`config.mk`:
```
export PLATFORM = sky130hd
export DESIGN_NAME = csic_queue
export DESIGN_NICKNAME = d
export VERILOG_FILES = /design/src/hdl/class_stats_interval_classifier_top_defines.svh /design/src/hdl/csic_pkg.sv /design/src/hdl/csic_queue.sv
export SDC_FILE = /design/constraint.sdc
export NUM_CORES = 1
export LEC_CHECK = 0
export BUFFER_PORTS_ARGS = -buffer_cell sky130_fd_sc_hd__buf_2
export CAP_MARGIN = 20
export CORE_ASPECT_RATIO = 2
export CORE_UTILIZATION = 30
export DETAILED_ROUTE_END_ITERATION = 10
export GPL_ROUTABILITY_DRIVEN = 0
export PLACE_DENSITY = 0.57
export SYNTH_ARGS = -nofsm -noshare
export SYNTH_HDL_FRONTEND = slang
export SYNTH_SLANG_ARGS = --single-unit
```
`constraint.sdc`:
```
create_clock -name clk -period 2.6 [get_ports clk]
set_input_delay 0.26 -clock clk [delete_from_list [all_inputs] [get_ports clk]]
set_output_delay 0.26 -clock clk [all_outputs]
set_load 0.005 [all_outputs]
```
`src/hdl/class_stats_interval_classifier_top_defines.svh`:
```
// ----------------------------------------------------------------------------
// Assertion macros for the interval classifier
// Concurrent checks that compile away when SYNTHESIS is defined.
// ----------------------------------------------------------------------------
`ifndef CLASS_STATS_INTERVAL_CLASSIFIER_TOP_DEFINES_SVH
`define CLASS_STATS_INTERVAL_CLASSIFIER_TOP_DEFINES_SVH
`ifndef SYNTHESIS
// A property that must hold at every clock edge outside reset.
`define CSIC_ASSERT(lbl, clk, rst_n, prop) \
  lbl: assert property (@(posedge clk) disable iff (!rst_n) prop) \
    else $error("csic check failed");
// A condition that must never be seen outside reset.
`define CSIC_NEVER(lbl, clk, rst_n, cond) \
  lbl: assert property (@(posedge clk) disable iff (!rst_n) !(cond)) \
    else $error("csic forbidden condition seen");
`else
`define CSIC_ASSERT(lbl, clk, rst_n, prop)
`define CSIC_NEVER(lbl, clk, rst_n, cond)
`endif
`endif

```
`src/hdl/csic_pkg.sv`:
```
// ----------------------------------------------------------------------------
// csic_pkg
// Shared constants, register indexes and status types of the classifier.
// ----------------------------------------------------------------------------
package csic_pkg;

  // Row layout: eight feature columns, the label column follows them.
  localparam int FEATURES     = 8;
  localparam int FEAT_IDX_W   = $clog2(FEATURES);
  localparam int COLUMNS      = 9;
  localparam int LABEL_COLUMN = 9 - 1;
  localparam int COL_W        = 4;

  // Configuration register indexes.
  localparam int CFG_IDX_W = 1;
  localparam logic [CFG_IDX_W-1:0] REG_PRICE_THRESHOLD = 1'd0;
  localparam logic [CFG_IDX_W-1:0] REG_SELECTED_COLUMN = 1'd1;

  // Queue between front and back; the depth is a power of two.
  localparam int QUEUE_DEPTH = 4;
  localparam int QPTR_W      = $clog2(QUEUE_DEPTH);
  localparam int QCNT_W      = $clog2(QUEUE_DEPTH + 1);

  // Digit width of the shared squarer.
  localparam int DIGIT_W = 16;

  typedef struct packed {
    logic [QCNT_W-1:0] count;
    logic              full;
    logic              empty;
  } csic_q_stat_t;

  typedef struct packed {
    logic busy;
    logic pop;
  } csic_bk_stat_t;

endpackage

```
`src/hdl/csic_queue.sv`:
```
// ----------------------------------------------------------------------------
// csic_queue
// Short first-in first-out queue of classified rows.
// ----------------------------------------------------------------------------
module csic_queue import csic_pkg::*; #(
  parameter int W = 26
) (
  input  logic         clk,
  input  logic         rst_n,
  input  logic         push,
  input  logic [W-1:0] wdata,
  input  logic         pop,
  output logic [W-1:0] rdata,
  output csic_q_stat_t stat
);

  logic [W-1:0]      slot_r [QUEUE_DEPTH];
  logic [QPTR_W-1:0] wr_ptr_r;
  logic [QPTR_W-1:0] rd_ptr_r;
  logic [QCNT_W-1:0] cnt_r;
  logic [QCNT_W-1:0] cnt_nxt;

  always_comb begin
    case ({push, pop})
      2'b10:   cnt_nxt = cnt_r + QCNT_W'(1);
      2'b01:   cnt_nxt = cnt_r - QCNT_W'(1);
      default: cnt_nxt = cnt_r;
    endcase
  end

  // Pointers wrap naturally since the depth is a power of two.
  always_ff @(posedge clk) begin
    if (!rst_n) begin
      wr_ptr_r <= '0;
      rd_ptr_r <= '0;
      cnt_r    <= '0;
    end else begin
      if (push) begin
        wr_ptr_r <= wr_ptr_r + QPTR_W'(1);
      end
      if (pop) begin
        rd_ptr_r <= rd_ptr_r + QPTR_W'(1);
      end
      cnt_r <= cnt_nxt;
    end
  end

  always_ff @(posedge clk) begin
    if (push) begin
      slot_r[wr_ptr_r] <= wdata;
    end
  end

  assign rdata      = slot_r[rd_ptr_r];
  assign stat.count = cnt_r;
  assign stat.full  = cnt_r == QCNT_W'(QUEUE_DEPTH);
  assign stat.empty = cnt_r == '0;

endmodule

```
==> impl_metrics.tcl <==
set metrics [dict create \
    clk_latency_ps 400 \
    portBuffers 60 \
    timing.final.crit_share 0.805 \
    p_leak_nw 1.85 \
    synth_top_family_by_area "multiplexers" \
    rrSetupSlack_ps 1000 \
    die_area_um2 14700 \
    cts_setup_buffers 0 \
    mostFrequentLayoutCells "edfxtp_1, buf_2, mux4_2" \
    dr.pass1.iters 4 \
    die_h_um 170 \
    min-delay-start "wdata[20]" \
    r2r_cells 5 \
    worstPathCellList "buf_4, mux4_1, buf_2" \
    via_per_inst 4.24 \
    cts_resized 0 \
    relSlewSlack 0.713 \
    muxShareOfSynthArea 0.146 \
    path_max_fanout 17 \
    crit_slowest_cell "mux4_1" \
    syn_nets 218 \
    grt_max_degree 27 \
    async_flop_share 0 \
    drive_above_1_share 0.425 \
    area_growth_pct 25.5 \
    nets 298 \
    fp.dieW_um 86.1 \
    rows 61 \
    cts_max_level 4 \
    clk_path_buf_depth 2 \
    rsz0062_at_grt "false" \
    synth_seq_cells 113 \
    synthCells 182 \
    synth_area_per_cell_um2 23.3 \
    io_pins 61 \
    grt_pass1_vias 2172 \
    seq_area_frac_synth 0.778 \
    yosys_warnings 0 \
    period_needed_ps 2090 \
    grt_first_pass_wirelength_mm 11.9 \
    cts_tree "built" \
    clk_pin_slew_ps 50 \
    skew_ps 7.16 \
    drcViolationCount 0 \
    rr_endpoint "cnt_r[2]$_SDFFE_PN0P_" \
    synth.cell_area_um2 4250 \
    first_iter_violations 88 \
    vias 1972 \
    synthAdderAreaFrac 0.0194 \
    rr_startpoint "cnt_r[0]$_SDFFE_PN0P_" \
    antenna_found_initial 2 \
    tns_ps 0 \
    setup_viol 0 \
    dp_hpwl_mm 4.66 \
    hold_end "slot_r[0][20]$_DFFE_PP_" \
    design.core.area_um2 13900 \
    wirelength_mm 7.51 \
    status "finished, final reports clean" \
    synth_cell_types 22 \
    slew_viol_final 0 \
    synth_compound_area_frac 0.00412 \
    cp-end-kind "output pin" \
    synth-edff-count 104 \
    drtAntennaViolNets 0 \
    start_util 0.306 \
    hold_viol 0 \
    fmax_mhz 478 \
    cts_root_buffer "clkbuf_16" \
    grt.total_usage 0.116 \
    numCtsBuffers 17 \
    drv_cap 0 \
    cts_hold_buf 0 \
    wl_per_cell_um 16.2 \
    path_class "flip-flop to output pin" \
    synth_xor_area_frac 0.0103 \
    cp-start-kind "flip-flop" \
    cp.arrival_ps 1830 \
    yosys.area_share.simple 0.0221 \
    worst_ep_required_time_ps 2340 \
    final_common_cell "edfxtp_1" \
    grt_remaining_overflow 0 \
    hold_path_class "input pin to flip-flop" \
    worst_pin_slew_ps 430 \
    cts_sinks 113 \
    synthFlopType "edfxtp_1" \
    slowest_delay_ps 640 \
    vdd_drop_max_v 0.000458 \
    final_core_util 0.384 \
    power.density_nw_per_um2 857 \
    worstHoldPathCells 1 \
]
how the worst max path moves through the flow:
stage	end	slack (ps)	depth (start not counted)
final	rdata[25]	510	3
after global routing	rdata[22]	420	3
after CTS	rdata[25]	460	3
after detailed placement	cnt_r[2]$_SDFFE_PN0P_	850	8
after global placement	cnt_r[2]$_SDFFE_PN0P_	890	8
after floorplan	slot_r[2][0]$_DFFE_PP_	1020	3
registers in the layout (all words and copies together), names as in the netlist, named ones only:
name,flops
slot_r,104
wr_ptr_r,2
cnt_r,3
rd_ptr_r,2
layout make-up:
cell class / instances / area (um^2)
Antenna cell: 1 / 2.50
Clock buffer: 18 / 429
Clock inverter: 14 / 115
Fill cell: 1306 / 8560
Inverter: 6 / 22.5
Multi-Input combinational cell: 57 / 856
Sequential cell: 113 / 3300
Tap cell: 189 / 236
Timing Repair Buffer: 67 / 365
worst max-delay path, delay by kind of cell, from the launching register on:
family / cells / cell delay, ps
DFF: 1 / 320
muxes: 1 / 640
buffers and inverters: 2 / 460
Yosys cell counts, types with 2 or more instances:
master | instances | area, um^2
nand2_1 | 2 | 7.51
mux4_2 | 20 | 450
buf_12 | 2 | 40.0
edfxtp_1 | 104 | 3120
o21ai_0 | 2 | 10.0
mux4_1 | 6 | 158
dfxtp_1 | 9 | 180
xnor2_1 | 2 | 17.5
and2_1 | 10 | 62.6
inv_1 | 6 | 22.5
ha_1 | 5 | 62.6
buf_2 | 2 | 10.0
xor2_1 | 3 | 26.3
power breakdown:
part / leakage (nW) / switching, W / internal, W
clock: 0.250 / 0.000774 / 0.00130
combinational: 0.571 / 0.000189 / 0.000192
sequential: 1.03 / 0.0000277 / 0.00209
cells by family after synthesis:
kind of cell / after synthesis
flip-flops: 113
multiplexers: 27
AND/OR/NAND/NOR: 16
adder cells (fa/ha/maj): 6
XOR/XNOR: 5
buffers and inverters: 12
AO/OA/AOI/OAI: 3
through the flow:
step	area, um^2	total power (W)	hold WS [ps]	cells	worst slack, ps
2_1_floorplan	4250	0.00237	359	182	1020
3_3_place_gp	4780	0.00253	470	432	886
3_5_place_dp	4780	0.00255	480	432	847
4_1_cts	5330	0.00464	55.7	464	456
5_1_grt	5330	0.00474	57.8	465	424
6_report	5330	0.00457	73.0	465	507
metal layers:
metal  vias to the layer above  GRT usage  routed length, um  share of wire
met2                        48      0.210               4260           0.57
li1                        908          -                  -              -
met3                        17     0.0373                338          0.045
met4                         2     0.0696                221          0.029
met5                         -          0                 13         0.0017
met1                       997      0.110               2680           0.36
Note: power is estimated with default switching activity, not from simulation.
