File: src/hdl/class_stats_interval_classifier_top_defines.svh
// ----------------------------------------------------------------------------
// Assertion macros for the interval classifier
// Concurrent checks that compile away when SYNTHESIS is defined.
// ----------------------------------------------------------------------------
`ifndef CLASS_STATS_INTERVAL_CLASSIFIER_TOP_DEFINES_SVH
`define CLASS_STATS_INTERVAL_CLASSIFIER_TOP_DEFINES_SVH
`ifndef SYNTHESIS
// A property that must hold at every clock edge outside reset.
`define CSIC_ASSERT(lbl, clk, rst_n, prop) \
  lbl: assert property (@(posedge clk) disable iff (!rst_n) prop) \
    else $error("csic check failed");
// A condition that must never be seen outside reset.
`define CSIC_NEVER(lbl, clk, rst_n, cond) \
  lbl: assert property (@(posedge clk) disable iff (!rst_n) !(cond)) \
    else $error("csic forbidden condition seen");
`else
`define CSIC_ASSERT(lbl, clk, rst_n, prop)
`define CSIC_NEVER(lbl, clk, rst_n, cond)
`endif
`endif

File: src/hdl/csic_pkg.sv
// ----------------------------------------------------------------------------
// csic_pkg
// Shared constants, register indexes and status types of the classifier.
// ----------------------------------------------------------------------------
package csic_pkg;

  // Row layout: eight feature columns, the label column follows them.
  localparam int FEATURES     = 8;
  localparam int FEAT_IDX_W   = $clog2(FEATURES);
  localparam int COLUMNS      = 9;
  localparam int LABEL_COLUMN = 9 - 1;
  localparam int COL_W        = 4;

  // Configuration register indexes.
  localparam int CFG_IDX_W = 1;
  localparam logic [CFG_IDX_W-1:0] REG_PRICE_THRESHOLD = 1'd0;
  localparam logic [CFG_IDX_W-1:0] REG_SELECTED_COLUMN = 1'd1;

  // Queue between front and back; the depth is a power of two.
  localparam int QUEUE_DEPTH = 4;
  localparam int QPTR_W      = $clog2(QUEUE_DEPTH);
  localparam int QCNT_W      = $clog2(QUEUE_DEPTH + 1);

  // Digit width of the shared squarer.
  localparam int DIGIT_W = 16;

  typedef struct packed {
    logic [QCNT_W-1:0] count;
    logic              full;
    logic              empty;
  } csic_q_stat_t;

  typedef struct packed {
    logic busy;
    logic pop;
  } csic_bk_stat_t;

endpackage

File: src/hdl/csic_front.sv
// ----------------------------------------------------------------------------
// csic_front
// Holds the configuration, labels each accepted row and selects its value.
// ----------------------------------------------------------------------------
module csic_front import csic_pkg::*; #(
  parameter int VALUE_BITS = 24,
  localparam int RowW = VALUE_BITS + 2
) (
  input  logic                  clk,
  input  logic                  rst_n,
  input  logic                  cfg_we,
  input  logic [CFG_IDX_W-1:0]  cfg_index,
  input  logic [VALUE_BITS-1:0] cfg_data,
  input  logic                  in_valid,
  output logic                  in_stall,
  input  logic [VALUE_BITS-1:0] in_feature [FEATURES],
  input  logic [VALUE_BITS-1:0] in_price_value,
  input  logic                  in_last_row,
  input  logic                  q_full,
  output logic                  q_push,
  output logic [RowW-1:0]       q_wdata
);

  logic signed [VALUE_BITS-1:0] thr_r;
  logic [COL_W-1:0]             sel_r;
  logic                         f_vld_r;
  logic [RowW-1:0]              f_word_r;

  logic                         accept;
  logic                         label;
  logic [COL_W-1:0]             col_sat;
  logic [VALUE_BITS-1:0]        x_sel;

  always_ff @(posedge clk) begin
    if (!rst_n) begin
      thr_r <= '0;
      sel_r <= '0;
    end else if (cfg_we) begin
      unique case (cfg_index)
        REG_PRICE_THRESHOLD: thr_r <= cfg_data;
        REG_SELECTED_COLUMN: sel_r <= cfg_data[COL_W-1:0];
        default: ;
      endcase
    end
  end

  // Columns above the label column act as the label column.
  always_comb begin
    label   = $signed(in_price_value) >= thr_r;
    col_sat = (sel_r > COL_W'(LABEL_COLUMN)) ? COL_W'(LABEL_COLUMN) : sel_r;
    if (col_sat == COL_W'(LABEL_COLUMN)) begin
      x_sel = {{(VALUE_BITS-1){1'b0}}, label};
    end else begin
      x_sel = in_feature[col_sat[FEAT_IDX_W-1:0]];
    end
  end

  assign in_stall = f_vld_r && q_full;
  assign accept   = in_valid && !in_stall;
  assign q_push   = f_vld_r && !q_full;
  assign q_wdata  = f_word_r;

  always_ff @(posedge clk) begin
    if (!rst_n) begin
      f_vld_r <= 1'b0;
    end else begin
      f_vld_r <= accept || in_stall;
    end
  end

  always_ff @(posedge clk) begin
    if (accept) begin
      f_word_r <= {in_last_row, label, x_sel};
    end
  end

endmodule

File: config.mk
export PLATFORM = sky130hd
export DESIGN_NAME = csic_front
export DESIGN_NICKNAME = d
export VERILOG_FILES = /design/src/hdl/class_stats_interval_classifier_top_defines.svh /design/src/hdl/csic_pkg.sv /design/src/hdl/csic_front.sv
export SDC_FILE = /design/constraint.sdc
export NUM_CORES = 1
export LEC_CHECK = 0
export BUFFER_PORTS_ARGS = -buffer_cell sky130_fd_sc_hd__buf_2
export CAP_MARGIN = 0
export CORE_AREA = 2 2 107 109
export DETAILED_ROUTE_END_ITERATION = 10
export DIE_AREA = 0 0 109 111
export GPL_ROUTABILITY_DRIVEN = 0
export PLACE_DENSITY = 0.82
export SYNTH_ARGS = -nofsm -noshare
export SYNTH_HDL_FRONTEND = slang
export SYNTH_SLANG_ARGS = --single-unit
File: constraint.sdc
create_clock -name clk -period 2.8 [get_ports clk]
set_input_delay 0.14 -clock clk [delete_from_list [all_inputs] [get_ports clk]]
set_output_delay 0.14 -clock clk [all_outputs]
set_load 0.05 [all_outputs]
==> impl_metrics.yaml <==
run_status:
  status: "finished, final reports clean"
sta:
  timing.final.hold_violations: 0
  period_minus_slack_ps: 2150
  grt_setup_unrepaired: "no"
  fmax_mhz: 465
  worst_slew_pin_slew_ps: 905
  finClkSkew_ps: 7.29
  fin_setup_tns_ps: 0
  whs_ps: 25.8
  setup_viol: 0
  drv_slew: 0
  max_slew_margin: 0.397
  setup_ws_ps: 651
  post-route-period-util: 0.768
cts:
  clkTransAtPathRegs_ps: 80
  clk_path_buf_depth: 2
  ctsHoldBuffers: 0
  cts_tree: "built"
  cts-htree-levels: 2
  post_cts_buffers: 0
  cts_resized: 0
  clkLatencyLatePin_ps: 290
  clock-sinks: 55
  root_buffer: "clkbuf_16"
  cts_buffers: 5
placed_design:
  pre_cts_ws_ps: 706
  port_buffers: 274
  place_inst: 754
  hpwl_um: 11800
  post_dp_cell_area_mm2: 0.00556
setup_path:
  crit_required_ps: 2830
  r2r_slack_ps: 650
  worstSetupEndpointType: "register"
  worstReg2RegStart: "thr_r[21]"
  crit_chain: "inv_1 -> ha_1 -> a21o_1 -> a2111oi_0 -> o22ai_1 -> a211oi_1 -> a31oi_1"
  critPathKind: "reg2reg"
  arrival_ps: 2180
  crit_slowest_cell: "a2111oi_0"
  max_stage_delay_ps: 460
  critPathMaxFanout: 2
  rr_endpoint: "q_wdata[0]"
  worst-path-buf-inv: 1
  critical-path-top-delay-family: "compound AO/OA/AOI/OAI gates"
  r2r_cells: 7
  startpoint_type: "register"
global_route:
  grt_pass1_wl_um: 21200
  grt_max_degree: 48
  grtUsageTotal: 0.231
  grt_overflow_total: 0
  antenna_found_initial: 3
  grt_pass1_vias: 4068
synthesis:
  syn_avg_cell_area_um2: 11.5
  syn_inst: 357
  synth.most_common_cell: "nand2_1"
  synth-compound-area-share: 0.0870
  synth_fa_ha_area_frac: 0.0730
  ys_seq_area_frac: 0.331
  synth.distinct_cells: 34
  synth_edf_count: 26
  yosysWarnings: 0
  synth-simple-area-share: 0.111
  synth_top_family_by_area: "multiplexers"
  synth_xor_area_frac: 0
  synth_area_leaders: "edfxtp_1 19%, mux4_2 18%, dfxtp_1 14%"
  synth-seq-cells: 55
  netlist_area_mm2: 0.00411
  synthFlopType: "dfxtp_1"
  muxShareOfSynthArea: 0.333
  ys_async_sr_fraction: 0
  synthesis.nets: 628
  synthTopCellsByCount: "58 x nand2_1, 32 x mux4_2, 29 x dfxtp_1, 26 x edfxtp_1, 25 x inv_1"
  yosysTopAreaCellShare: 0.190
  synth_top_area_cell: "edfxtp_1"
final_layout:
  drive_above_1_share: 0.523
  post-route-util: 0.518
  nets: 889
  design_area_mm2: 0.00573
  instances_no_fill: 767
  area_growth_pct: 39.4
power_and_ir_drop:
  cellLeakagePower_nw: 2.53
  power_density_mw_per_mm2: 405
  power_mw: 2.32
  vdd_drop_max_uv: 221
floorplan:
  die_w_um: 109
  start_util: 0.371
  pin_count: 275
  die_area_mm2: 0.0121
  rows: 39
  coreArea_mm2: 0.0111
  die_h_um: 111
routing:
  vias: 3956
  ant_nets: 0
  initialDrtViolationCount: 204
  finalWirelength_um: 14000
  viasPerCell: 5.16
  dr.pass1.iters: 4
  routedWlPerCell_um: 18.3
  drc: 0
min_path:
  hold_depth: 1
  min_path_type: "in2reg"
  min_to: "q_wdata[25]"
  min_from: "in_last_row"
flow_run:
  max_cap_viol_count: 0
## placed cells by master, fill, tap and decap left out, types with 2 or more instances in the layout
cell type / instances
mux4_1: 16
edfxtp_1: 26
nand2_1: 58
nor2_1: 23
mux4_2: 32
a21o_1: 3
o21a_1: 2
a21oi_1: 9
buf_2: 274
a211oi_1: 2
dfxtp_2: 3
diode_2: 5
o22ai_1: 2
buf_4: 5
inv_1: 25
ha_1: 24
dfxtp_1: 26
clkbuf_16: 6
a21boi_0: 5
a21boi_1: 24
nand4_1: 3
nor2b_1: 5
and4_1: 4
nand3_1: 6
mux2i_1: 23
## per-layer routing
layer | GRT usage | vias to the layer above | wire length [um]
met3 | 0.0511 | 10 | 1500
met2 | 0.378 | 211 | 6690
met5 | 0 | - | 0
met4 | 0.0427 | 0 | 112
li1 | - | 1877 | -
met1 | 0.316 | 1858 | 5740
## how the worst max path moves through the flow
stage | end | slack [ps] | cells after the start | from
after floorplan | q_wdata[0] | 510 | 2 | f_vld_r
after global placement | q_wdata[0] | 840 | 7 | thr_r[21]
after detailed placement | q_wdata[0] | 710 | 7 | thr_r[21]
after CTS | q_wdata[0] | 680 | 7 | thr_r[21]
after global routing | q_wdata[0] | 530 | 7 | thr_r[21]
final | q_wdata[0] | 650 | 7 | thr_r[21]
## worst reg2reg max path, delay by kind of cell (launching register included)
| kind | cells | cell delay [ps] |
|---|---|---|
| flops | 1 | 350 |
| buf+inv | 1 | 60 |
| compound gates | 5 | 1190 |
| fa+ha+maj | 1 | 280 |
## final cells by class
type / instances / area (um^2)
clock inverter: 2 / 15.0
antenna: 5 / 12.5
tap: 143 / 179
multi-input combinational: 251 / 2490
inverter: 25 / 93.8
clock buffer: 6 / 150
sequential: 55 / 1370
fill: 979 / 5340
timing repair buffer: 280 / 1430
## logic make-up after synthesis
| kind of cell | Yosys count |
|---|---|
| AND/OR/NAND/NOR | 105 |
| multiplexers | 71 |
| flip-flops | 55 |
| AO/OA/AOI/OAI | 51 |
| buffers and inverters | 51 |
| adder cells (fa/ha/maj) | 24 |
## power breakdown
part	leakage [nW]	internal [mW]	switching, mW
Clock	0.0830	0.391	0.303
Sequential	0.491	0.909	0.0263
Combinational	1.96	0.326	0.369
Total	2.53	1.63	0.699
## state kept, by name (all words and copies together), names as in the netlist
| signal | count |
|---|---|
| sel_r | 4 |
| f_vld_r | 1 |
| thr_r | 24 |
| q_wdata | 26 |
(Power assumes the default switching activity.)
